<file path="src/rtl/core/bvm_pkg.sv">
// ----------------------------------------------------------------------------
// bvm_pkg
// Shared types, widths and reset values for the battery voltage monitor.
// ----------------------------------------------------------------------------
package bvm_pkg;

  localparam int SAMPLE_W       = 16;
  localparam int DIFF_W         = 10;
  localparam int PCT_W          = 7;
  localparam int CFG_IDX_W      = 2;
  localparam int CFG_DATA_W     = 16;
  localparam int PROBE_DEPTH_DEF = 16;

  localparam logic [DIFF_W-1:0]   ALERT_RST     = 10'd100;
  localparam logic [SAMPLE_W-1:0] THRESHOLD_RST = 16'd2900;
  localparam logic [DIFF_W-1:0]   DISCH_RST     = 10'd50;

  localparam logic [PCT_W-1:0]    PCT_MAX       = 7'd100;

  typedef enum logic [CFG_IDX_W-1:0] {
    REG_ALERT_DIFF    = 2'd0,
    REG_LOW_THRESHOLD = 2'd1,
    REG_DISCH_DIFF    = 2'd2,
    REG_UNUSED        = 2'd3
  } bvm_reg_t;

  typedef enum logic [2:0] {
    S_IDLE,
    S_READ,
    S_START,
    S_DIV,
    S_OUT
  } bvm_state_t;

  typedef struct packed {
    logic rd;
    logic wr;
  } bvm_ring_ctl_t;

endpackage

</file>
<file path="src/rtl/core/battery_voltage_monitor.sv">
// ----------------------------------------------------------------------------
// battery_voltage_monitor
// Supply-voltage supervisor: min/max, ring average, low flag and percent.
// ----------------------------------------------------------------------------
// Sequence: accept, memory read (S_READ), divider start (S_START), divide (S_DIV), output load (S_OUT).
// Requests do not overlap: a new request waits until the bit-serial divider is done and the result is loaded.
// in_ready drops on accept and returns once the result is in the output register.
// Reset: synchronous, active low; clears pointer, fill count, sum, min/max and
// loads the register defaults. The sample memory is not cleared.
// ----------------------------------------------------------------------------
module battery_voltage_monitor import bvm_pkg::*; #(
  parameter int PROBE_DEPTH = PROBE_DEPTH_DEF
) (
  input  logic                  clk,
  input  logic                  rst_n,
  input  logic                  cfg_we,
  input  logic [CFG_IDX_W-1:0]  cfg_index,
  input  logic [CFG_DATA_W-1:0] cfg_wdata,
  input  logic                  in_valid,
  output logic                  in_ready,
  input  logic [SAMPLE_W-1:0]   in_sample_mv,
  output logic                  out_valid,
  input  logic                  out_ready,
  output logic [SAMPLE_W-1:0]   out_average_mv,
  output logic [SAMPLE_W-1:0]   out_spread_mv,
  output logic                  out_battery_low,
  output logic [PCT_W-1:0]      out_battery_percent,
  output logic [SAMPLE_W-1:0]   out_sample_echo_mv
);

  localparam int SUM_W  = SAMPLE_W + $clog2(PROBE_DEPTH);
  localparam int FILL_W = $clog2(PROBE_DEPTH + 1);

  bvm_state_t state_r, state_nxt;

  logic [DIFF_W-1:0]   alert_r;
  logic [SAMPLE_W-1:0] thr_r;
  logic [DIFF_W-1:0]   disc_r;

  logic [SAMPLE_W-1:0] sample_r;
  logic [SAMPLE_W-1:0] min_r;
  logic [SAMPLE_W-1:0] max_r;

  logic                out_valid_r;
  logic [SAMPLE_W-1:0] out_avg_r;
  logic [SAMPLE_W-1:0] out_spread_r;
  logic                out_low_r;
  logic [PCT_W-1:0]    out_pct_r;
  logic [SAMPLE_W-1:0] out_echo_r;

  bvm_ring_ctl_t       ring_ctl;
  logic [SUM_W-1:0]    ring_sum;
  logic [FILL_W-1:0]   ring_fill;
  logic                div_start;
  logic                div_done;
  logic [SUM_W-1:0]    div_quo;
  logic                out_load;
  logic                in_fire;

  logic [SAMPLE_W-1:0] avg;
  logic [SAMPLE_W-1:0] spread;
  logic                low;
  logic [DIFF_W:0]     dis_term;
  logic [DIFF_W-1:0]   chg_diff;
  logic [DIFF_W+1:0]   chg_term;
  logic [DIFF_W:0]     pct_raw;
  logic [PCT_W-1:0]    pct;

  assign in_fire = in_valid && in_ready;

  // configuration
  always_ff @(posedge clk) begin
    if (!rst_n) begin
      alert_r <= ALERT_RST;
      thr_r   <= THRESHOLD_RST;
      disc_r  <= DISCH_RST;
    end else if (cfg_we) begin
      unique case (bvm_reg_t'(cfg_index))
        REG_ALERT_DIFF:    alert_r <= cfg_wdata[DIFF_W-1:0];
        REG_LOW_THRESHOLD: thr_r   <= cfg_wdata[SAMPLE_W-1:0];
        REG_DISCH_DIFF:    disc_r  <= cfg_wdata[DIFF_W-1:0];
        default: ;
      endcase
    end
  end

  // sequencer
  always_comb begin
    state_nxt = state_r;
    unique case (state_r)
      S_IDLE:  if (in_fire) state_nxt = S_READ;
      S_READ:  state_nxt = S_START;
      S_START: state_nxt = S_DIV;
      S_DIV:   if (div_done) state_nxt = S_OUT;
      S_OUT:   if (!out_valid_r || out_ready) state_nxt = S_IDLE;
      default: state_nxt = S_IDLE;
    endcase
  end

  always_comb begin
    in_ready    = 1'b0;
    ring_ctl.rd = 1'b0;
    ring_ctl.wr = 1'b0;
    div_start   = 1'b0;
    out_load    = 1'b0;
    unique case (state_r)
      S_IDLE: begin
        in_ready    = 1'b1;
        ring_ctl.rd = in_valid;
      end
      S_READ:  ring_ctl.wr = 1'b1;
      S_START: div_start   = 1'b1;
      S_DIV: ;
      S_OUT:   out_load    = !out_valid_r || out_ready;
      default: ;
    endcase
  end

  always_ff @(posedge clk) begin
    if (!rst_n) begin
      state_r <= S_IDLE;
    end else begin
      state_r <= state_nxt;
    end
  end

  always_ff @(posedge clk) begin
    if (in_fire) begin
      sample_r <= in_sample_mv;
    end
  end

  always_ff @(posedge clk) begin
    if (!rst_n) begin
      min_r <= '0;
      max_r <= '0;
    end else if (ring_ctl.wr) begin
      if (ring_fill == '0) begin
        min_r <= sample_r;
        max_r <= sample_r;
      end else begin
        if (sample_r < min_r) min_r <= sample_r;
        if (sample_r > max_r) max_r <= sample_r;
      end
    end
  end

  bvm_ring #(
    .DEPTH  (PROBE_DEPTH),
    .SUM_W  (SUM_W),
    .FILL_W (FILL_W)
  ) u_ring (
    .clk    (clk),
    .rst_n  (rst_n),
    .ctl    (ring_ctl),
    .sample (state_r == S_IDLE ? in_sample_mv : sample_r),
    .sum    (ring_sum),
    .fill   (ring_fill)
  );

  bvm_div #(
    .SUM_W  (SUM_W),
    .FILL_W (FILL_W)
  ) u_div (
    .clk      (clk),
    .rst_n    (rst_n),
    .start    (div_start),
    .dividend (ring_sum),
    .divisor  (ring_fill),
    .done     (div_done),
    .quotient (div_quo)
  );

  // result evaluation
  assign avg      = div_quo[SAMPLE_W-1:0];
  assign spread   = max_r - min_r;
  assign low      = (spread >= SAMPLE_W'(alert_r)) || (avg < thr_r);
  assign dis_term = {1'b0, alert_r} - {1'b0, spread[DIFF_W-1:0]} + (DIFF_W+1)'(1);
  assign chg_diff = disc_r - spread[DIFF_W-1:0];
  assign chg_term = ({2'b0, chg_diff} << 1) + {2'b0, chg_diff} + (DIFF_W+2)'(1);

  always_comb begin
    priority if (low) begin
      pct_raw = '0;
    end else if (spread > SAMPLE_W'(disc_r)) begin
      pct_raw = {1'b0, dis_term[DIFF_W:1]};
    end else begin
      pct_raw = (DIFF_W+1)'(25) + chg_term[DIFF_W+1:1];
    end
    pct = (pct_raw > (DIFF_W+1)'(PCT_MAX)) ? PCT_MAX : pct_raw[PCT_W-1:0];
  end

  always_ff @(posedge clk) begin
    if (!rst_n) begin
      out_valid_r <= 1'b0;
    end else if (out_load) begin
      out_valid_r <= 1'b1;
    end else if (out_ready) begin
      out_valid_r <= 1'b0;
    end
  end

  always_ff @(posedge clk) begin
    if (out_load) begin
      out_avg_r    <= avg;
      out_spread_r <= spread;
      out_low_r    <= low;
      out_pct_r    <= pct;
      out_echo_r   <= sample_r;
    end
  end

  assign out_valid           = out_valid_r;
  assign out_average_mv      = out_avg_r;
  assign out_spread_mv       = out_spread_r;
  assign out_battery_low     = out_low_r;
  assign out_battery_percent = out_pct_r;
  assign out_sample_echo_mv  = out_echo_r;

  a_accept_read: assert property (@(posedge clk) disable iff (!rst_n)
    in_fire |=> state_r == S_READ)
    else $error("accept did not start memory read");

  a_min_max: assert property (@(posedge clk) disable iff (!rst_n)
    min_r <= max_r)
    else $error("minimum above maximum");

  a_low_pct: assert property (@(posedge clk) disable iff (!rst_n)
    out_valid_r && out_low_r |-> out_pct_r == '0)
    else $error("nonzero percent with low flag");

endmodule

</file>
<file path="src/rtl/core/bvm_ring.sv">
// ----------------------------------------------------------------------------
// bvm_ring
// Sample history memory with write pointer, fill count and running sum.
// ----------------------------------------------------------------------------
module bvm_ring import bvm_pkg::*; #(
  parameter int DEPTH  = PROBE_DEPTH_DEF,
  parameter int SUM_W  = SAMPLE_W + $clog2(DEPTH),
  parameter int FILL_W = $clog2(DEPTH + 1)
) (
  input  logic                clk,
  input  logic                rst_n,
  input  bvm_ring_ctl_t       ctl,
  input  logic [SAMPLE_W-1:0] sample,
  output logic [SUM_W-1:0]    sum,
  output logic [FILL_W-1:0]   fill
);

  localparam int IDX_W = (DEPTH > 1) ? $clog2(DEPTH) : 1;

  logic [SAMPLE_W-1:0] mem [DEPTH];
  logic [SAMPLE_W-1:0] rd_q;

  logic [IDX_W-1:0]  idx_r,  idx_nxt;
  logic [FILL_W-1:0] fill_r, fill_nxt;
  logic [SUM_W-1:0]  sum_r,  sum_nxt;
  logic              full;

  assign full = (fill_r == FILL_W'(DEPTH));

  always_ff @(posedge clk) begin
    if (ctl.rd) begin
      rd_q <= mem[idx_r];
    end
    if (ctl.wr) begin
      mem[idx_r] <= sample;
    end
  end

  always_comb begin
    idx_nxt  = idx_r;
    fill_nxt = fill_r;
    sum_nxt  = sum_r;
    if (ctl.wr) begin
      idx_nxt = (idx_r == IDX_W'(DEPTH - 1)) ? '0 : idx_r + IDX_W'(1);
      if (full) begin
        sum_nxt = sum_r - SUM_W'(rd_q) + SUM_W'(sample);
      end else begin
        fill_nxt = fill_r + FILL_W'(1);
        sum_nxt  = sum_r + SUM_W'(sample);
      end
    end
  end

  always_ff @(posedge clk) begin
    if (!rst_n) begin
      idx_r  <= '0;
      fill_r <= '0;
      sum_r  <= '0;
    end else begin
      idx_r  <= idx_nxt;
      fill_r <= fill_nxt;
      sum_r  <= sum_nxt;
    end
  end

  assign sum  = sum_r;
  assign fill = fill_r;

  a_fill_bound: assert property (@(posedge clk) disable iff (!rst_n)
    fill_r <= FILL_W'(DEPTH))
    else $error("fill count beyond depth");

  a_fill_nonzero: assert property (@(posedge clk) disable iff (!rst_n)
    ctl.wr |=> fill_r != '0)
    else $error("fill count zero after write");

endmodule

</file>
<file path="src/rtl/core/bvm_div.sv">
// ----------------------------------------------------------------------------
// bvm_div
// Restoring divider, one quotient bit per cycle.
// ----------------------------------------------------------------------------
module bvm_div import bvm_pkg::*; #(
  parameter int SUM_W  = SAMPLE_W + $clog2(PROBE_DEPTH_DEF),
  parameter int FILL_W = $clog2(PROBE_DEPTH_DEF + 1)
) (
  input  logic              clk,
  input  logic              rst_n,
  input  logic              start,
  input  logic [SUM_W-1:0]  dividend,
  input  logic [FILL_W-1:0] divisor,
  output logic              done,
  output logic [SUM_W-1:0]  quotient
);

  localparam int CNT_W = $clog2(SUM_W + 1);

  logic [SUM_W-1:0]  quo_r;
  logic [FILL_W-1:0] rem_r;
  logic [FILL_W-1:0] dvs_r;
  logic [CNT_W-1:0]  cnt_r;
  logic              busy_r;
  logic              done_r;

  logic [FILL_W:0]   trial;
  logic [FILL_W:0]   diff;
  logic              ge;

  assign trial = {rem_r, quo_r[SUM_W-1]};
  assign diff  = trial - {1'b0, dvs_r};
  assign ge    = (trial >= {1'b0, dvs_r});

  always_ff @(posedge clk) begin
    if (start) begin
      quo_r <= dividend;
      rem_r <= '0;
      dvs_r <= divisor;
    end else if (busy_r) begin
      quo_r <= {quo_r[SUM_W-2:0], ge};
      rem_r <= ge ? diff[FILL_W-1:0] : trial[FILL_W-1:0];
    end
  end

  always_ff @(posedge clk) begin
    if (!rst_n) begin
      busy_r <= 1'b0;
      done_r <= 1'b0;
      cnt_r  <= '0;
    end else begin
      done_r <= 1'b0;
      if (start) begin
        busy_r <= 1'b1;
        cnt_r  <= CNT_W'(SUM_W);
      end else if (busy_r) begin
        cnt_r <= cnt_r - CNT_W'(1);
        if (cnt_r == CNT_W'(1)) begin
          busy_r <= 1'b0;
          done_r <= 1'b1;
        end
      end
    end
  end

  assign done     = done_r;
  assign quotient = quo_r;

  a_start_busy: assert property (@(posedge clk) disable iff (!rst_n)
    start |=> busy_r && !done_r)
    else $error("divider did not start");

endmodule

</file>
<file path="config.mk">
export PLATFORM = sky130hd
export DESIGN_NAME = battery_voltage_monitor
export DESIGN_NICKNAME = d
export VERILOG_FILES = /design/src/rtl/core/bvm_pkg.sv /design/src/rtl/core/battery_voltage_monitor.sv /design/src/rtl/core/bvm_ring.sv /design/src/rtl/core/bvm_div.sv
export SDC_FILE = /design/constraint.sdc
export NUM_CORES = 1
export LEC_CHECK = 0
export BUFFER_PORTS_ARGS = -buffer_cell sky130_fd_sc_hd__buf_2
export CAP_MARGIN = 20
export CORE_ASPECT_RATIO = 1.25
export CORE_MARGIN = 8
export CORE_UTILIZATION = 25
export DETAILED_ROUTE_END_ITERATION = 6
export HOLD_SLACK_MARGIN = 0.02
export SETUP_SLACK_MARGIN = 0.3
export SLEW_MARGIN = 20
export SYNTH_ARGS = -nofsm -noshare
export SYNTH_HDL_FRONTEND = slang
export SYNTH_SLANG_ARGS = --single-unit
</file>
<file path="constraint.sdc">
create_clock -name clk -period 9.58 [get_ports clk]
set_input_delay 0.958 -clock clk [delete_from_list [all_inputs] [get_ports clk]]
set_output_delay 0.958 -clock clk [all_outputs]
set_load 0.005 [all_outputs]
</file>
==> flow_metrics.py <==
metrics = {
    "sta": {
        "finalSetupTns_ps": 0,
        "finalSetupViolations": 0,
        "fin_crit_ps": 5614,
        "hold_violations": 0,
        "finalMaxSlewViolations": 0,
        "finalCritPeriodShare": 0.5860,
        "slew_headroom": 0.2967,
        "tightest_slew_ps": 1055,
        "fin_skew_ps": 33.86,
        "rsz0062_at_grt": "false",
        "timing.fmax_ghz": 0.1781,
    },
    "place": {
        "dp.cells": 3283,
        "port_buffers": 96,
        "postPlaceCellArea_um2": 26310,
        "gp_congestion": 0.7886,
        "place_hpwl_mm": 42.77,
    },
    "clock_network": {
        "cts_inserted_buffers": 49,
        "clkTransAtPathRegs_ps": 60,
        "cts_tree": "done",
        "ctsHtreeMaxLevel": 2,
        "clock-root-buffer": "clkbuf_16",
        "post-cts-setup-buffers": 0,
        "cts_sinks": 482,
        "postCtsHoldBufs": 0,
        "insertion_delay_ps": 610,
        "cts_resized": 0,
        "clock_path_buffers": 3,
    },
    "route": {
        "final_antenna_net_count": 0,
        "vias": 15310,
        "via_per_inst": 4.534,
        "dr.first_iter.drc_count": 939,
        "drc": 0,
        "wl_per_cell_um": 17.82,
        "firstDrtPassIters": 5,
        "routed_wl_mm": 60.18,
    },
    "yosys": {
        "ys_seq_area_frac": 0.5516,
        "yosys-top-cells-count": "edfxtp_1 (369), inv_1 (178), ha_1 (165)",
        "yosysMostFrequentCell": "edfxtp_1",
        "yosysTopAreaCellShare": 0.4581,
        "synth_area_leaders": "edfxtp_1 (46%), dfxtp_1 (9.4%), ha_1 (8.5%)",
        "syn-mean-instance-area_um2": 12.49,
        "yosys_warnings": 0,
        "synthArstFlopShare": 0,
        "syn_inst": 1937,
        "yosysUniqueCellTypes": 79,
        "yosys.area.top_type": "edfxtp_1",
        "syn_nets": 2162,
        "synth_flop_cell": "edfxtp_1",
        "synth_seq_cells": 482,
        "syn_area_um2": 24190,
        "synth_edf_count": 369,
    },
    "floorplan": {
        "chipWidth_um": 294.2,
        "die-area_um2": 107000,
        "fp.dieH_um": 363.8,
        "core_um2": 95980,
        "io_pins": 97,
        "num_rows": 127,
        "initial_core_util": 0.2520,
    },
    "power": {
        "switching_share": 0.3380,
        "p_clk_frac": 0.272,
        "p_switching_w": 0.002285,
        "power_leakage_nw": 10.26,
        "pwr-share-comb": 0.363,
        "ir_drop_mv": 0.2938,
        "internal_power_w": 0.004474,
        "seqPwrFrac": 0.364,
        "power_density_nw_per_um2": 242.4,
    },
    "worst_setup_path": {
        "r2r_slack_ps": 3970,
        "cp_data_arrival_time_ps": 6030,
        "cp-end-kind": "register",
        "cp.required_ps": 10000,
        "path_max_fanout": 6,
        "critPathKind": "reg2reg",
        "startpoint": "min_r[0]$_SDFFE_PN0P_",
        "start_kind": "register",
        "r2r-start": "min_r[0]$_SDFFE_PN0P_",
    },
    "layout": {
        "register_area_um2": 13350,
        "drive_gt1_frac": 0.1499,
        "multi_input_area_um2": 9963,
        "nets": 2269,
        "utilization": 0.2906,
        "area_growth_syn_to_layout_pct": 15.29,
        "final_cells": 3377,
        "finalInstanceArea_um2": 27890,
        "filler_cell_count": 9806,
    },
    "run_status": {
        "status": "completed",
    },
    "global_route": {
        "antenna_found_initial": 14,
        "grt_max_degree": 70,
        "gr-total-overflow": 0,
        "grt_pass1_vias": 15160,
        "track_usage": 0.1100,
        "grt_pass1_wl_mm": 91.34,
    },
    "job": {
        "cap_violations": 0,
    },
    "worst_hold_path": {
        "hp-class": "reg2reg",
        "worstHoldStart": "thr_r[15]$_SDFFE_PN0P_",
    },
}
## worst paths after layout
check,end,cells past startpoint
worst max-delay path,out_battery_percent[4]$_SDFFCE_PN0P_,21
worst min-delay path,thr_r[15]$_SDFFE_PN0P_,2
worst max register to register,out_battery_percent[4]$_SDFFCE_PN0P_,21
worst min register to register,thr_r[15]$_SDFFE_PN0P_,2
## critical path, stage by stage, from the launching register on
cell and delay [ps]:
dfxtp_1 370, ha_1 190, inv_1 60, fa_1 620, inv_1 130, fa_1 440
a21o_1 180, a21oi_1 230, nor2b_1 70, o21ai_0 150, a21boi_0 310, o22ai_1 130
a21oi_1 190, xnor2_1 220, ha_1 370, a21o_1 200, a31oi_1 150, mux2_2 340
or4_1 390, mux2i_1 280, a31oi_2 200, nor3_1 200
## metal layers
layer | GRT usage | up-vias | routed length (um)
li1 | - | 7348 | -
met1 | 0.1334 | 7585 | 25110
met2 | 0.1968 | 305 | 30330
met3 | 0.02885 | 67 | 3799
met4 | 0.02041 | 8 | 889
met5 | 0 | - | 47
## power groups by stage
stage          combinational [W]  sequential, W  clock (W)
3_3_place_gp             0.00243        0.00251          0
2_1_floorplan            0.00196        0.00247          0
5_1_grt                  0.00275        0.00247    0.00197
3_5_place_dp             0.00246        0.00251          0
6_report                 0.00246        0.00246    0.00184
4_1_cts                  0.00247        0.00246    0.00189
## flip-flops by register name, indices dropped and copies added, names as in the netlist, 3 cells and up
register             flops
u_ring.mem             256
u_div.quotient          20
u_ring.sum              20
max_r                   16
min_r                   16
out_average_mv          16
out_sample_echo_mv      16
out_spread_mv           16
sample_r                16
thr_r                   16
u_ring.rd_q             16
alert_r                 10
disc_r                  10
out_battery_percent      7
u_div.cnt_r              5
u_div.dvs_r              5
u_div.rem_r              5
u_ring.fill              5
u_ring.idx_r             4
state_r                  3
## logic make-up (layout without fill, tap and decap cells)
logic type,count (synthesis),after routing,synth area share
AO/OA/AOI/OAI,375,375,0.09880
flip-flops,482,482,0.5516
buffers and inverters,251,395,0.03947
other,0,6,0
adder cells (fa/ha/maj),186,186,0.1027
XOR/XNOR,78,78,0.02881
AND/OR/NAND/NOR,441,441,0.08576
multiplexers,124,124,0.09280
## final cells by class
class / instances / share of cell area
Sequential cell: 482 / 0.4786
Multi-Input combinational cell: 1204 / 0.3573
Tap cell: 1290 / 0.05788
Clock buffer: 66 / 0.04962
Timing Repair Buffer: 125 / 0.02531
Inverter: 182 / 0.02450
Clock inverter: 22 / 0.006237
Antenna cell: 6 / 0.0005384
## layout by cell type (no fill, tap or decap), drive strengths merged, types with 10 or more instances in the layout
cell and count:
clkinv 19, nand2b 22, a211oi 27, o21a 21, fa 21, xor2 26
nand4 15, nand2 151, inv 183, clkbuf 66, dfxtp 113, xnor2 51
edfxtp 369, mux2i 42, buf 125, o21ai 96, a21oi 112, nor2b 23
a21o 32, o211ai 17, mux4 80, nor2 109, ha 165, and3 10
nor3 30, nand3 36
## per-stage QoR
stage                     setup WS (ps)  total power (W)  hold WS (ps)
after global routing               3559         0.007196         471.2
after CTS                          3940         0.006825         455.2
after floorplan                    4538         0.004424         436.3
after global placement             4064         0.004938         443.9
final                              3966         0.006759         455.4
after detailed placement           3978         0.004965         446.7
(Power assumes the default switching activity.)
